<file path="src/design/scta_pkg.sv">
package scta_pkg;

   // Scancode set 1 codes of interest.
   localparam logic [7:0] SC_RELEASE   = 8'h80;
   localparam logic [7:0] SC_CODE_MASK = 8'h7F;
   localparam logic [7:0] SC_LSHIFT    = 8'h2A;
   localparam logic [7:0] SC_RSHIFT    = 8'h36;
   localparam logic [7:0] SC_CAPS      = 8'h3A;

   // Make codes at or above this value have no table entry.
   localparam logic [7:0] TABLE_LEN    = 8'd58;

   localparam logic CMD_SCAN = 1'b0;
   localparam logic CMD_READ = 1'b1;

   typedef struct packed {
      logic       cmd;
      logic [7:0] scan_byte;
   } req_type;

   typedef struct packed {
      logic       char_valid;
      logic [6:0] char_code;
      logic       char_stored;
      logic       char_dropped;
      logic       shift_active;
      logic       caps_active;
      logic [7:0] fill_count;
   } rsp_type;

   // Decoded meaning of one scancode byte.
   typedef struct packed {
      logic       shift_make;
      logic       shift_break;
      logic       caps_make;
      logic       has_char;
      logic [6:0] char_code;
   } key_event_type;

   function automatic logic [6:0] plain_char(input logic [5:0] idx);
      logic [6:0] c;
      unique case (idx)
         6'd1:  c = 7'h1B;
         6'd2:  c = 7'h31;
         6'd3:  c = 7'h32;
         6'd4:  c = 7'h33;
         6'd5:  c = 7'h34;
         6'd6:  c = 7'h35;
         6'd7:  c = 7'h36;
         6'd8:  c = 7'h37;
         6'd9:  c = 7'h38;
         6'd10: c = 7'h39;
         6'd11: c = 7'h30;
         6'd12: c = 7'h2D;
         6'd13: c = 7'h3D;
         6'd14: c = 7'h08;
         6'd15: c = 7'h09;
         6'd16: c = 7'h71;
         6'd17: c = 7'h77;
         6'd18: c = 7'h65;
         6'd19: c = 7'h72;
         6'd20: c = 7'h74;
         6'd21: c = 7'h79;
         6'd22: c = 7'h75;
         6'd23: c = 7'h69;
         6'd24: c = 7'h6F;
         6'd25: c = 7'h70;
         6'd26: c = 7'h5B;
         6'd27: c = 7'h5D;
         6'd28: c = 7'h0A;
         6'd30: c = 7'h61;
         6'd31: c = 7'h73;
         6'd32: c = 7'h64;
         6'd33: c = 7'h66;
         6'd34: c = 7'h67;
         6'd35: c = 7'h68;
         6'd36: c = 7'h6A;
         6'd37: c = 7'h6B;
         6'd38: c = 7'h6C;
         6'd39: c = 7'h3B;
         6'd40: c = 7'h27;
         6'd41: c = 7'h60;
         6'd43: c = 7'h5C;
         6'd44: c = 7'h7A;
         6'd45: c = 7'h78;
         6'd46: c = 7'h63;
         6'd47: c = 7'h76;
         6'd48: c = 7'h62;
         6'd49: c = 7'h6E;
         6'd50: c = 7'h6D;
         6'd51: c = 7'h2C;
         6'd52: c = 7'h2E;
         6'd53: c = 7'h2F;
         6'd55: c = 7'h2A;
         6'd57: c = 7'h20;
         default: c = 7'h00;
      endcase
      return c;
   endfunction

   function automatic logic [6:0] upper_char(input logic [5:0] idx);
      logic [6:0] c;
      unique case (idx)
         6'd1:  c = 7'h1B;
         6'd2:  c = 7'h21;
         6'd3:  c = 7'h40;
         6'd4:  c = 7'h23;
         6'd5:  c = 7'h24;
         6'd6:  c = 7'h25;
         6'd7:  c = 7'h5E;
         6'd8:  c = 7'h26;
         6'd9:  c = 7'h2A;
         6'd10: c = 7'h28;
         6'd11: c = 7'h29;
         6'd12: c = 7'h5F;
         6'd13: c = 7'h2B;
         6'd14: c = 7'h08;
         6'd15: c = 7'h09;
         6'd16: c = 7'h51;
         6'd17: c = 7'h57;
         6'd18: c = 7'h45;
         6'd19: c = 7'h52;
         6'd20: c = 7'h54;
         6'd21: c = 7'h59;
         6'd22: c = 7'h55;
         6'd23: c = 7'h49;
         6'd24: c = 7'h4F;
         6'd25: c = 7'h50;
         6'd26: c = 7'h7B;
         6'd27: c = 7'h7D;
         6'd28: c = 7'h0A;
         6'd30: c = 7'h41;
         6'd31: c = 7'h53;
         6'd32: c = 7'h44;
         6'd33: c = 7'h46;
         6'd34: c = 7'h47;
         6'd35: c = 7'h48;
         6'd36: c = 7'h4A;
         6'd37: c = 7'h4B;
         6'd38: c = 7'h4C;
         6'd39: c = 7'h3A;
         6'd40: c = 7'h22;
         6'd41: c = 7'h7E;
         6'd43: c = 7'h7C;
         6'd44: c = 7'h5A;
         6'd45: c = 7'h58;
         6'd46: c = 7'h43;
         6'd47: c = 7'h56;
         6'd48: c = 7'h42;
         6'd49: c = 7'h4E;
         6'd50: c = 7'h4D;
         6'd51: c = 7'h3C;
         6'd52: c = 7'h3E;
         6'd53: c = 7'h3F;
         6'd55: c = 7'h2A;
         6'd57: c = 7'h20;
         default: c = 7'h00;
      endcase
      return c;
   endfunction

endpackage

</file>
<file path="src/design/scta_ram.sv">
module scta_ram #(
   parameter int DEPTH = 256,
   parameter int AW    = 8
) (
   input  logic          clock,
   input  logic          wr_en,
   input  logic [AW-1:0] wr_addr,
   input  logic [6:0]    wr_data,
   input  logic          rd_en,
   input  logic [AW-1:0] rd_addr,
   output logic [6:0]    rd_data
);

   logic [6:0] mem [DEPTH];
   logic [6:0] rd_data_ff;

   always_ff @(posedge clock) begin
      if (wr_en) begin
         mem[wr_addr] <= wr_data;
      end
   end

   // Read data holds until the next read, so a stalled result keeps its character.
   always_ff @(posedge clock) begin
      if (rd_en) begin
         rd_data_ff <= mem[rd_addr];
      end
   end

   assign rd_data = rd_data_ff;

endmodule

</file>
<file path="src/design/scta_translate.sv">
module scta_translate (
   input  logic                   [7:0] scan_byte,
   input  logic                         shift,
   input  logic                         caps,
   output scta_pkg::key_event_type      key_event
);

   import scta_pkg::*;

   logic [7:0] key;
   logic       release_code;
   logic       shift_code;
   logic       in_table;
   logic [6:0] lookup;

   always_comb begin
      release_code = (scan_byte & SC_RELEASE) != 8'h00;
      key          = scan_byte & SC_CODE_MASK;
      shift_code   = (key == SC_LSHIFT) || (key == SC_RSHIFT);
      in_table     = scan_byte < TABLE_LEN;
      lookup       = (shift || caps) ? upper_char(scan_byte[5:0])
                                     : plain_char(scan_byte[5:0]);

      key_event.shift_break = release_code && shift_code;
      key_event.shift_make  = !release_code && shift_code;
      key_event.caps_make   = scan_byte == SC_CAPS;
      key_event.char_code   = lookup;
      // Shift codes lie inside the table but hold zero there; caps lock lies just past it.
      key_event.has_char    = in_table && !shift_code && (scan_byte != SC_CAPS) &&
                              (lookup != 7'h00);
   end

endmodule

</file>
<file path="src/design/scancode_to_ascii_fifo_core.sv">
// Channel   Direction  Payload              Transfer when
// req_      in         cmd, scan_byte       req_valid && !req_stall
// rsp_      out        char_valid .. count  rsp_valid && !rsp_stall
//
// One item is taken per cycle while req_stall is low; its result passes
// through stage one, where the character memory read data arrives, and
// then through the output register behind it.
// Reset clears the pointers, the fill count, both key flags and the valid
// bits of the two pipeline stages; the character memory is not cleared.
// A result waiting in the output register does not stop the next transfer;
// req_stall rises only when both stages are full and rsp_stall is high.
module scancode_to_ascii_fifo_core #(
   parameter int BUF_DEPTH = 256
) (
   input  logic              clock,
   input  logic              reset,
   input  logic              req_valid,
   output logic              req_stall,
   input  scta_pkg::req_type req_data,
   output logic              rsp_valid,
   input  logic              rsp_stall,
   output scta_pkg::rsp_type rsp_data
);

   import scta_pkg::*;

   // Pointer width and count width. The count keeps at least eight bits so
   // that the saturation to the eight-bit fill field is a plain compare.
   localparam int PW = $clog2(BUF_DEPTH);
   localparam int CW = (PW > 8) ? PW : 8;

   // Ring state. The ring holds at most BUF_DEPTH-1 characters.
   logic [PW-1:0] wr_ptr_ff, wr_ptr_in;
   logic [PW-1:0] rd_ptr_ff, rd_ptr_in;
   logic [CW-1:0] count_ff,  count_in;
   logic          shift_ff,  shift_in;
   logic          caps_ff,   caps_in;

   // Stage one waits for the memory read data; the output stage feeds rsp_.
   logic    s1_valid_ff,  s1_valid_in;
   rsp_type s1_data_ff,   s1_data_in;
   logic    out_valid_ff, out_valid_in;
   rsp_type out_data_ff,  out_data_in;

   logic          req_accept;
   logic          out_load;
   logic          s1_free;
   logic          empty;
   logic          full;
   logic          mem_wr_en;
   logic          mem_rd_en;
   logic [6:0]    mem_rd_data;
   key_event_type key_event;

   scta_translate u_translate (
      .scan_byte (req_data.scan_byte),
      .shift     (shift_ff),
      .caps      (caps_ff),
      .key_event (key_event)
   );

   // A read and a write never come from the same item, and a write commits
   // at the edge before any later read is issued, so no forwarding is needed.
   scta_ram #(
      .DEPTH (BUF_DEPTH),
      .AW    (PW)
   ) u_ram (
      .clock   (clock),
      .wr_en   (mem_wr_en),
      .wr_addr (wr_ptr_ff),
      .wr_data (key_event.char_code),
      .rd_en   (mem_rd_en),
      .rd_addr (rd_ptr_ff),
      .rd_data (mem_rd_data)
   );

   // Pipeline flow control.
   always_comb begin
      out_load   = s1_valid_ff && (!out_valid_ff || !rsp_stall);
      s1_free    = !s1_valid_ff || out_load;
      req_stall  = !s1_free;
      req_accept = req_valid && s1_free;
   end

   // Item processing against the current ring state.
   always_comb begin
      empty     = count_ff == '0;
      full      = count_ff == CW'(BUF_DEPTH - 1);
      mem_rd_en = req_accept && (req_data.cmd == CMD_READ) && !empty;
      mem_wr_en = req_accept && (req_data.cmd == CMD_SCAN) && key_event.has_char && !full;

      wr_ptr_in = wr_ptr_ff;
      rd_ptr_in = rd_ptr_ff;
      count_in  = count_ff;
      shift_in  = shift_ff;
      caps_in   = caps_ff;

      if (mem_rd_en) begin
         rd_ptr_in = (rd_ptr_ff == PW'(BUF_DEPTH - 1)) ? '0 : rd_ptr_ff + 1'b1;
         count_in  = count_ff - 1'b1;
      end
      if (mem_wr_en) begin
         wr_ptr_in = (wr_ptr_ff == PW'(BUF_DEPTH - 1)) ? '0 : wr_ptr_ff + 1'b1;
         count_in  = count_ff + 1'b1;
      end
      if (req_accept && (req_data.cmd == CMD_SCAN)) begin
         if (key_event.shift_make) begin
            shift_in = 1'b1;
         end else if (key_event.shift_break) begin
            shift_in = 1'b0;
         end
         if (key_event.caps_make) begin
            caps_in = !caps_ff;
         end
      end

      // The character itself is filled in from the memory in the next stage.
      s1_data_in.char_valid   = mem_rd_en;
      s1_data_in.char_code    = 7'h00;
      s1_data_in.char_stored  = mem_wr_en;
      s1_data_in.char_dropped = req_accept && (req_data.cmd == CMD_SCAN) &&
                                key_event.has_char && full;
      s1_data_in.shift_active = shift_in;
      s1_data_in.caps_active  = caps_in;
      s1_data_in.fill_count   = (count_in > CW'(255)) ? 8'hFF : count_in[7:0];

      s1_valid_in = req_accept || (s1_valid_ff && !out_load);

      out_data_in = s1_data_ff;
      if (s1_data_ff.char_valid) begin
         out_data_in.char_code = mem_rd_data;
      end
      out_valid_in = out_load || (out_valid_ff && rsp_stall);
   end

   always_ff @(posedge clock) begin
      if (reset) begin
         wr_ptr_ff    <= '0;
         rd_ptr_ff    <= '0;
         count_ff     <= '0;
         shift_ff     <= 1'b0;
         caps_ff      <= 1'b0;
         s1_valid_ff  <= 1'b0;
         out_valid_ff <= 1'b0;
      end else begin
         wr_ptr_ff    <= wr_ptr_in;
         rd_ptr_ff    <= rd_ptr_in;
         count_ff     <= count_in;
         shift_ff     <= shift_in;
         caps_ff      <= caps_in;
         s1_valid_ff  <= s1_valid_in;
         out_valid_ff <= out_valid_in;
      end
   end

   // Payload registers load only on a transfer into their stage.
   always_ff @(posedge clock) begin
      if (req_accept) begin
         s1_data_ff <= s1_data_in;
      end
      if (out_load) begin
         out_data_ff <= out_data_in;
      end
   end

   assign rsp_valid = out_valid_ff;
   assign rsp_data  = out_data_ff;

`ifndef SYNTHESIS
   // The ring never holds more than BUF_DEPTH-1 characters.
   assert property (@(posedge clock) disable iff (reset)
      count_ff <= CW'(BUF_DEPTH - 1))
      else $error("ring count exceeds capacity");

   // The pointer distance always matches the count.
   assert property (@(posedge clock) disable iff (reset)
      ((wr_ptr_ff >= rd_ptr_ff) ?
         ({1'b0, wr_ptr_ff} - {1'b0, rd_ptr_ff}) :
         ({1'b0, wr_ptr_ff} + (PW + 1)'(BUF_DEPTH) - {1'b0, rd_ptr_ff}))
      == (PW + 1)'(count_ff))
      else $error("pointer distance disagrees with count");

   // A read of a non-empty ring yields a character in the next stage.
   assert property (@(posedge clock) disable iff (reset)
      (req_accept && (req_data.cmd == CMD_READ) && !empty)
      |=> (s1_valid_ff && s1_data_ff.char_valid))
      else $error("read of non-empty ring lost its character");

   // A character is either stored or dropped, never both.
   assert property (@(posedge clock) disable iff (reset)
      rsp_valid |-> !(rsp_data.char_stored && rsp_data.char_dropped))
      else $error("character both stored and dropped");

   // While the output stalls, stage one never advances.
   assert property (@(posedge clock) disable iff (reset)
      (out_valid_ff && rsp_stall) |-> !out_load)
      else $error("output register overwritten while stalled");
`endif

endmodule

</file>
<file path="config.mk">
export PLATFORM = sky130hd
export DESIGN_NAME = scancode_to_ascii_fifo_core
export DESIGN_NICKNAME = d
export VERILOG_FILES = /design/src/design/scta_pkg.sv /design/src/design/scta_ram.sv /design/src/design/scta_translate.sv /design/src/design/scancode_to_ascii_fifo_core.sv
export SDC_FILE = /design/constraint.sdc
export NUM_CORES = 2
export LEC_CHECK = 0
export BUFFER_PORTS_ARGS = -buffer_cell sky130_fd_sc_hd__buf_2
export CORE_ASPECT_RATIO = 0.5
export CORE_MARGIN = 2
export CORE_UTILIZATION = 46
export CTS_BUF_LIST = sky130_fd_sc_hd__clkbuf_2
export CTS_CLUSTER_DIAMETER = 50
export DETAILED_ROUTE_END_ITERATION = 16
export GPL_TIMING_DRIVEN = 1
export HOLD_SLACK_MARGIN = 0.03
export PLACE_DENSITY_LB_ADDON = 0.05
export SLEW_MARGIN = 30
export SYNTH_ARGS = -nofsm -noshare
export SYNTH_HDL_FRONTEND = slang
export SYNTH_SLANG_ARGS = --single-unit
export TNS_END_PERCENT = 30
</file>
<file path="constraint.sdc">
create_clock -name clock -period 18.75 [get_ports clock]
set_clock_uncertainty 0.1 [all_clocks]
set_input_delay 0.9375 -clock clock [delete_from_list [all_inputs] [get_ports clock]]
set_output_delay 0.9375 -clock clock [all_outputs]
set_load 0.01 [all_outputs]
</file>
After elaboration in Yosys (flattened, before gate mapping)
Memory sizes are Yosys's and may differ from the RTL's. A register that Yosys moved wholly into a read port is not among the register bits.
Cells that the tools add are included.

word-level totals
  memories kept = 3
  input port bits = 13
  register bits after elaboration = 61
  RAM bits = 1,792
  output and inout bits = 22
  word-level logic and storage cells = 82
  memory bits (read-only) = 896

memory list
  memory            depth  width  read ports  clocked after memory_dff  wr ports  line             text
  u_ram.mem         256    7      1           1                         1         scta_ram.sv:14   logic [6:0] mem [DEPTH];
  (name not given)  64     7      1           0                         0         scta_pkg.sv:103  unique case (idx)
  (name not given)  64     7      1           0                         0         scta_pkg.sv:42   unique case (idx)

cells by class
  add/subtract/negate cells = 4
  bitwise logic cells = 1
  equal/unequal tests = 7
  mux-type cells = 12
  reductions and logical operators = 33
  $lt $le $gt $ge = 2

operator list
  kind                                                         number
  two-way mux 8 bit                                            4
  adder 8 x 1 -> 8 bit (second input constant)                 3
  equality test 8 bit (second input constant)                  3
  logical AND 1 bit                                            15
  equality test 7 x 6 -> 1 bit (second input constant)         2
  logical NOT 1 bit                                            10
  equality test 8 x 6 -> 1 bit (second input constant)         1
  greater-than comparator 8 bit (second input constant)        1
  logical NOT 8 bit                                            1
  less-than comparator 8 x 6 -> 1 bit (second input constant)  1
  inequality test 8 x 6 -> 1 bit (second input constant)       1
  subtractor 8 x 1 -> 8 bit (second input constant)            1
  two-way mux 1 bit                                            7
  two-way mux 7 bit                                            1
  nonzero test 7 bit                                           1
  logical OR 1 bit                                             6
  inverter 1 bit                                               1

Longest topological paths before layout
  word-level depth = 10
  mapped depth = 14
  gate-level depth less buffers = 10

Cells and area by module
From an unflattened synthesis, not the netlist that was laid out.

unflattened totals
  cell total of the unflattened synthesis = 3,797
  area, all modules = 74,158.6 µm²

modules (own cells, without submodules)
  module                       seq. area each (µm²)  area an instance (µm²)  cells an instance  instances
  scta_ram                     54,021.8              70,267.4                3,381              1
  scancode_to_ascii_fifo_core  1,551.5               2,638.8                 229                1
  scta_translate               0.0                   1,252.5                 187                1

Worst setup path after synthesis
No wires, ideal clock.

  path kind = input to register
  start point = input port req_data[1] in the netlist's numbering
  end point = memory u_ram.mem[115][0], enable pin
  path buffers = 3
  required time = 18,257 ps
  stages = 12
  data arrival time = 15,357 ps
  path slack = 2,900 ps
  setup time = 393 ps
  cell sequence = buf_6 inv_1 ha_1 mux2i_1 nand2_1 nand3_1 a311oi_1 or4_1 buf_2 o211ai_2 clkbuf_1 nor4b_1

RTL lines
  what         line                               text
  from (decl)  scancode_to_ascii_fifo_core.sv:19  input scta_pkg::req_type req_data,
  to (decl)    scta_ram.sv:14

==> impl_metrics.toml <==
[status]
run_status = "finished clean"

[drt]
first_pass_iters = 5
drc = 0
routedWlPerCell_um = 31.3
postRouteAntennaNets = 0
vias = 36686
drt-initial-drc-count = 4118
viasPerCell = 5.99
routed_wl_mm = 191

[yosys]
avgSynthCellArea_um2 = 21.8
synth_edf_count = 1832
yosys_warnings = 0
synthArstFlopShare_pct = 0
yosys-top-cells-area = "edfxtp_1 (75%), mux4_2 (17%), nor2_1 (0.98%), dfxtp_1 (0.76%), nor3_1 (0.75%)"
syn_area_um2 = 73400
synth.ff_latch_count = 1860
yosys.cell_types.count = 73
syn_inst = 3368
ys_seq_area_share_pct = 75.7
postSynthNetCount = 3403
ys.flop_type = "edfxtp_1"
synth_area_leader_cell = "edfxtp_1"
synth_top_cell_area_share_pct = 74.9

[critical_path]
path_class = "flop to flop"
path_max_fanout = 83
rrSetupSlack_ns = 12.62
r2r-start = "rd_ptr_ff[0]"
worst-endpoint-arrival_ns = 7.26
end_kind = "flop"
r2r_cells = 8
startpoint_type = "flop"
required_ns = 19.89
rr_endpoint = "u_ram.rd_data[6]"

[global_routing]
grt_pass1_vias = 37595
grt_first_pass_wirelength_mm = 274
grt_usage_pct = 23.6
antenna_found_initial = 9
grt_overflow = 0
grt_max_degree = 179

[placement]
port_buffers = 34
dp.cells = 5364
dpl.hpwl_mm = 110
globalplace.congestion = 0.843

[finish]
final_cells = 6125
finalNetCount = 3742
drive_above_1_share_pct = 36.7
area_growth_pct = 10.1
final_core_util_pct = 51.1

[sta]
hold_ws_ns = 0.327
final.setup.tns_ns = 0
setup_viol = 0
tightest_slew_ns = 1.10
period_needed_ns = 6.13
final-hold-violation-count = 0
rsz0062_at_grt = "false"
period_share_pct = 32.7
slew_headroom_pct = 26.9
slew_violations = 0
max_freq_ghz = 0.163

[power_and_ir_drop]
p_leak_uw = 0.0246
p_per_area_nw_per_um2 = 107
power_uw = 8610
peakVddDrop_mv = 0.0738

[cts]
clk_latency_ns = 1.47
h-tree-depth = 5
root_buffer = "clkbuf_2"
clkTransAtPathRegs_ns = 0.12
cts_tree = "yes"
cts_buffers = 417
clockBufferDepth = 4
cts.sink_count = 1860

[floorplan]
num_io_pins = 35
die_area_um2 = 163000
die_w_um = 569
die_h_um = 286
core_area_um2 = 158000
rows = 103
start_util_pct = 46.4

[worst_hold_path]
min_path_cells = 0
hp-class = "flop to flop"
min_from = "out_data_in[7]"
whs_endpoint = "rsp_data[7]"

[flow_run]
cap_viol_max_count = 0
-- stage by stage --
step                      instance area, um2  setup WS (ns)
final                                  80800          12.62
after global routing                   80800          12.17
after CTS                              80500          12.59
after detailed placement               76600          11.76
after global placement                 76200          11.71
after floorplan                        73400           2.90
-- how the worst max path moves through the flow --
stage / from / to / slack [ns]
floorplan: req_data[1] / u_ram.mem[115][0] / 2.90
global placement: req_data[3] / u_ram.mem[55][1] / 11.71
detailed placement: req_data[1] / u_ram.mem[61][6] / 11.76
CTS: caps_ff / u_ram.mem[61][4] / 12.59
global route: rd_ptr_ff[0] / u_ram.rd_data[6] / 12.17
finish: rd_ptr_ff[0] / u_ram.rd_data[6] / 12.62
-- cell usage after synthesis, types with 3 or more instances --
cell / n
edfxtp_1: 1832
mux4_2: 561
nor2_1: 191
clkbuf_1: 131
nor3_1: 110
buf_1: 49
a22oi_1: 47
a21oi_1: 37
buf_2: 34
nand2_1: 29
dfxtp_1: 28
nand3_1: 27
ha_1: 22
o21ai_0: 22
nor2b_1: 16
nand2b_1: 15
inv_1: 14
and2_1: 12
nor4_1: 12
mux2i_1: 11
xor2_1: 9
a31oi_1: 8
and3_1: 8
and4_1: 8
nand4_1: 8
or4_1: 8
buf_6: 7
nor4b_1: 7
or3_1: 7
a211oi_1: 6
nor3b_1: 6
o211ai_1: 6
xnor2_1: 6
a311oi_1: 5
mux2_2: 5
nand3_2: 5
o22ai_1: 4
or2_2: 4
a2111oi_0: 3
a311oi_2: 3
o21a_1: 3
-- state kept, by name, summed over array words and instances (netlist names), 7 cells and up --
name,count
u_ram.mem,1792
out_data_in,13
rd_ptr_ff,8
u_ram.rd_data,7
rsp_data,20
wr_ptr_ff,8
count_ff,8
-- kinds of logic (layout without fill, tap and decap cells) --
| group | Yosys count | in the layout | share of synthesized area, % |
|---|---|---|---|
| multiplexers | 579 | 579 | 17.5 |
| AND/OR/NAND/NOR | 481 | 481 | 3.23 |
| flip-flops | 1860 | 1860 | 75.7 |
| XOR/XNOR | 15 | 15 | 0.179 |
| adder cells (fa/ha/maj) | 22 | 22 | 0.375 |
| other | 0 | 11 | 0 |
| AO/OA/AOI/OAI | 173 | 173 | 1.68 |
| buffers and inverters | 238 | 884 | 1.35 |
-- power by group --
group,switching [uW],internal [uW],leakage (uW),total (uW)
clock network,1610,951,0.00285,2560
logic,714,616,0.00487,1330
registers,39.6,4680,0.0169,4720
-- area by class of cell --
cell class | count | area [um2]
antenna | 11 | 27.5
clock buffer | 608 | 3040
clock inverter | 118 | 669
fill | 12754 | 77300
inverter | 16 | 82.6
multi-input combinational | 1270 | 17500
sequential | 1860 | 55600
tap | 2100 | 2630
timing repair buffer | 142 | 1230
-- per-layer routing --
layer	wire length (um)	share of wire [%]	vias to the layer above	track usage (%)
met5	0	0	-	0
met4	2760	1.4	0	5.25
met3	14900	7.8	217	5.46
met2	86400	45	1555	34.5
met1	87400	46	19743	36.3
li1	-	-	15171	-
-- worst max-delay path, stage by stage (launching register included) --
cell and delay (ns):
dfxtp_4 0.93, buf_4 0.73, buf_12 0.59, buf_12 0.53, mux4_2 0.65, mux4_2 0.55
a22oi_1 0.62, a21oi_1 0.29, or4_1 0.47
-- repair_timing --
item / CTS / global route
hold buffers: 20 / 0
buffers inserted: 0 / 0
resized for setup: 0 / 0
hold endpoints to repair: 70 / 0
-- cells in the final DEF, fill, tap and decap left out, types with 7 or more instances in the layout --
cell type,instances
buf_4,70
inv_1,11
clkinv_1,86
nand2b_1,12
nand3_2,15
nor4_1,7
mux2i_1,11
nor3_1,34
nand4_1,8
edfxtp_1,1832
nor2b_1,14
or4_1,8
buf_2,34
mux4_2,561
and3_1,8
a21oi_1,37
a22oi_1,47
nand3_1,16
dlygate4sd3_1,20
buf_12,9
nor2_1,186
a31oi_1,7
and4_1,8
dfxtp_1,21
clkbuf_2,608
and2_1,11
nand2_1,29
xor2_1,9
diode_2,11
clkinv_2,13
nor3_2,75
ha_1,22
o21ai_0,21
Power figures use the tool's default switching activity.
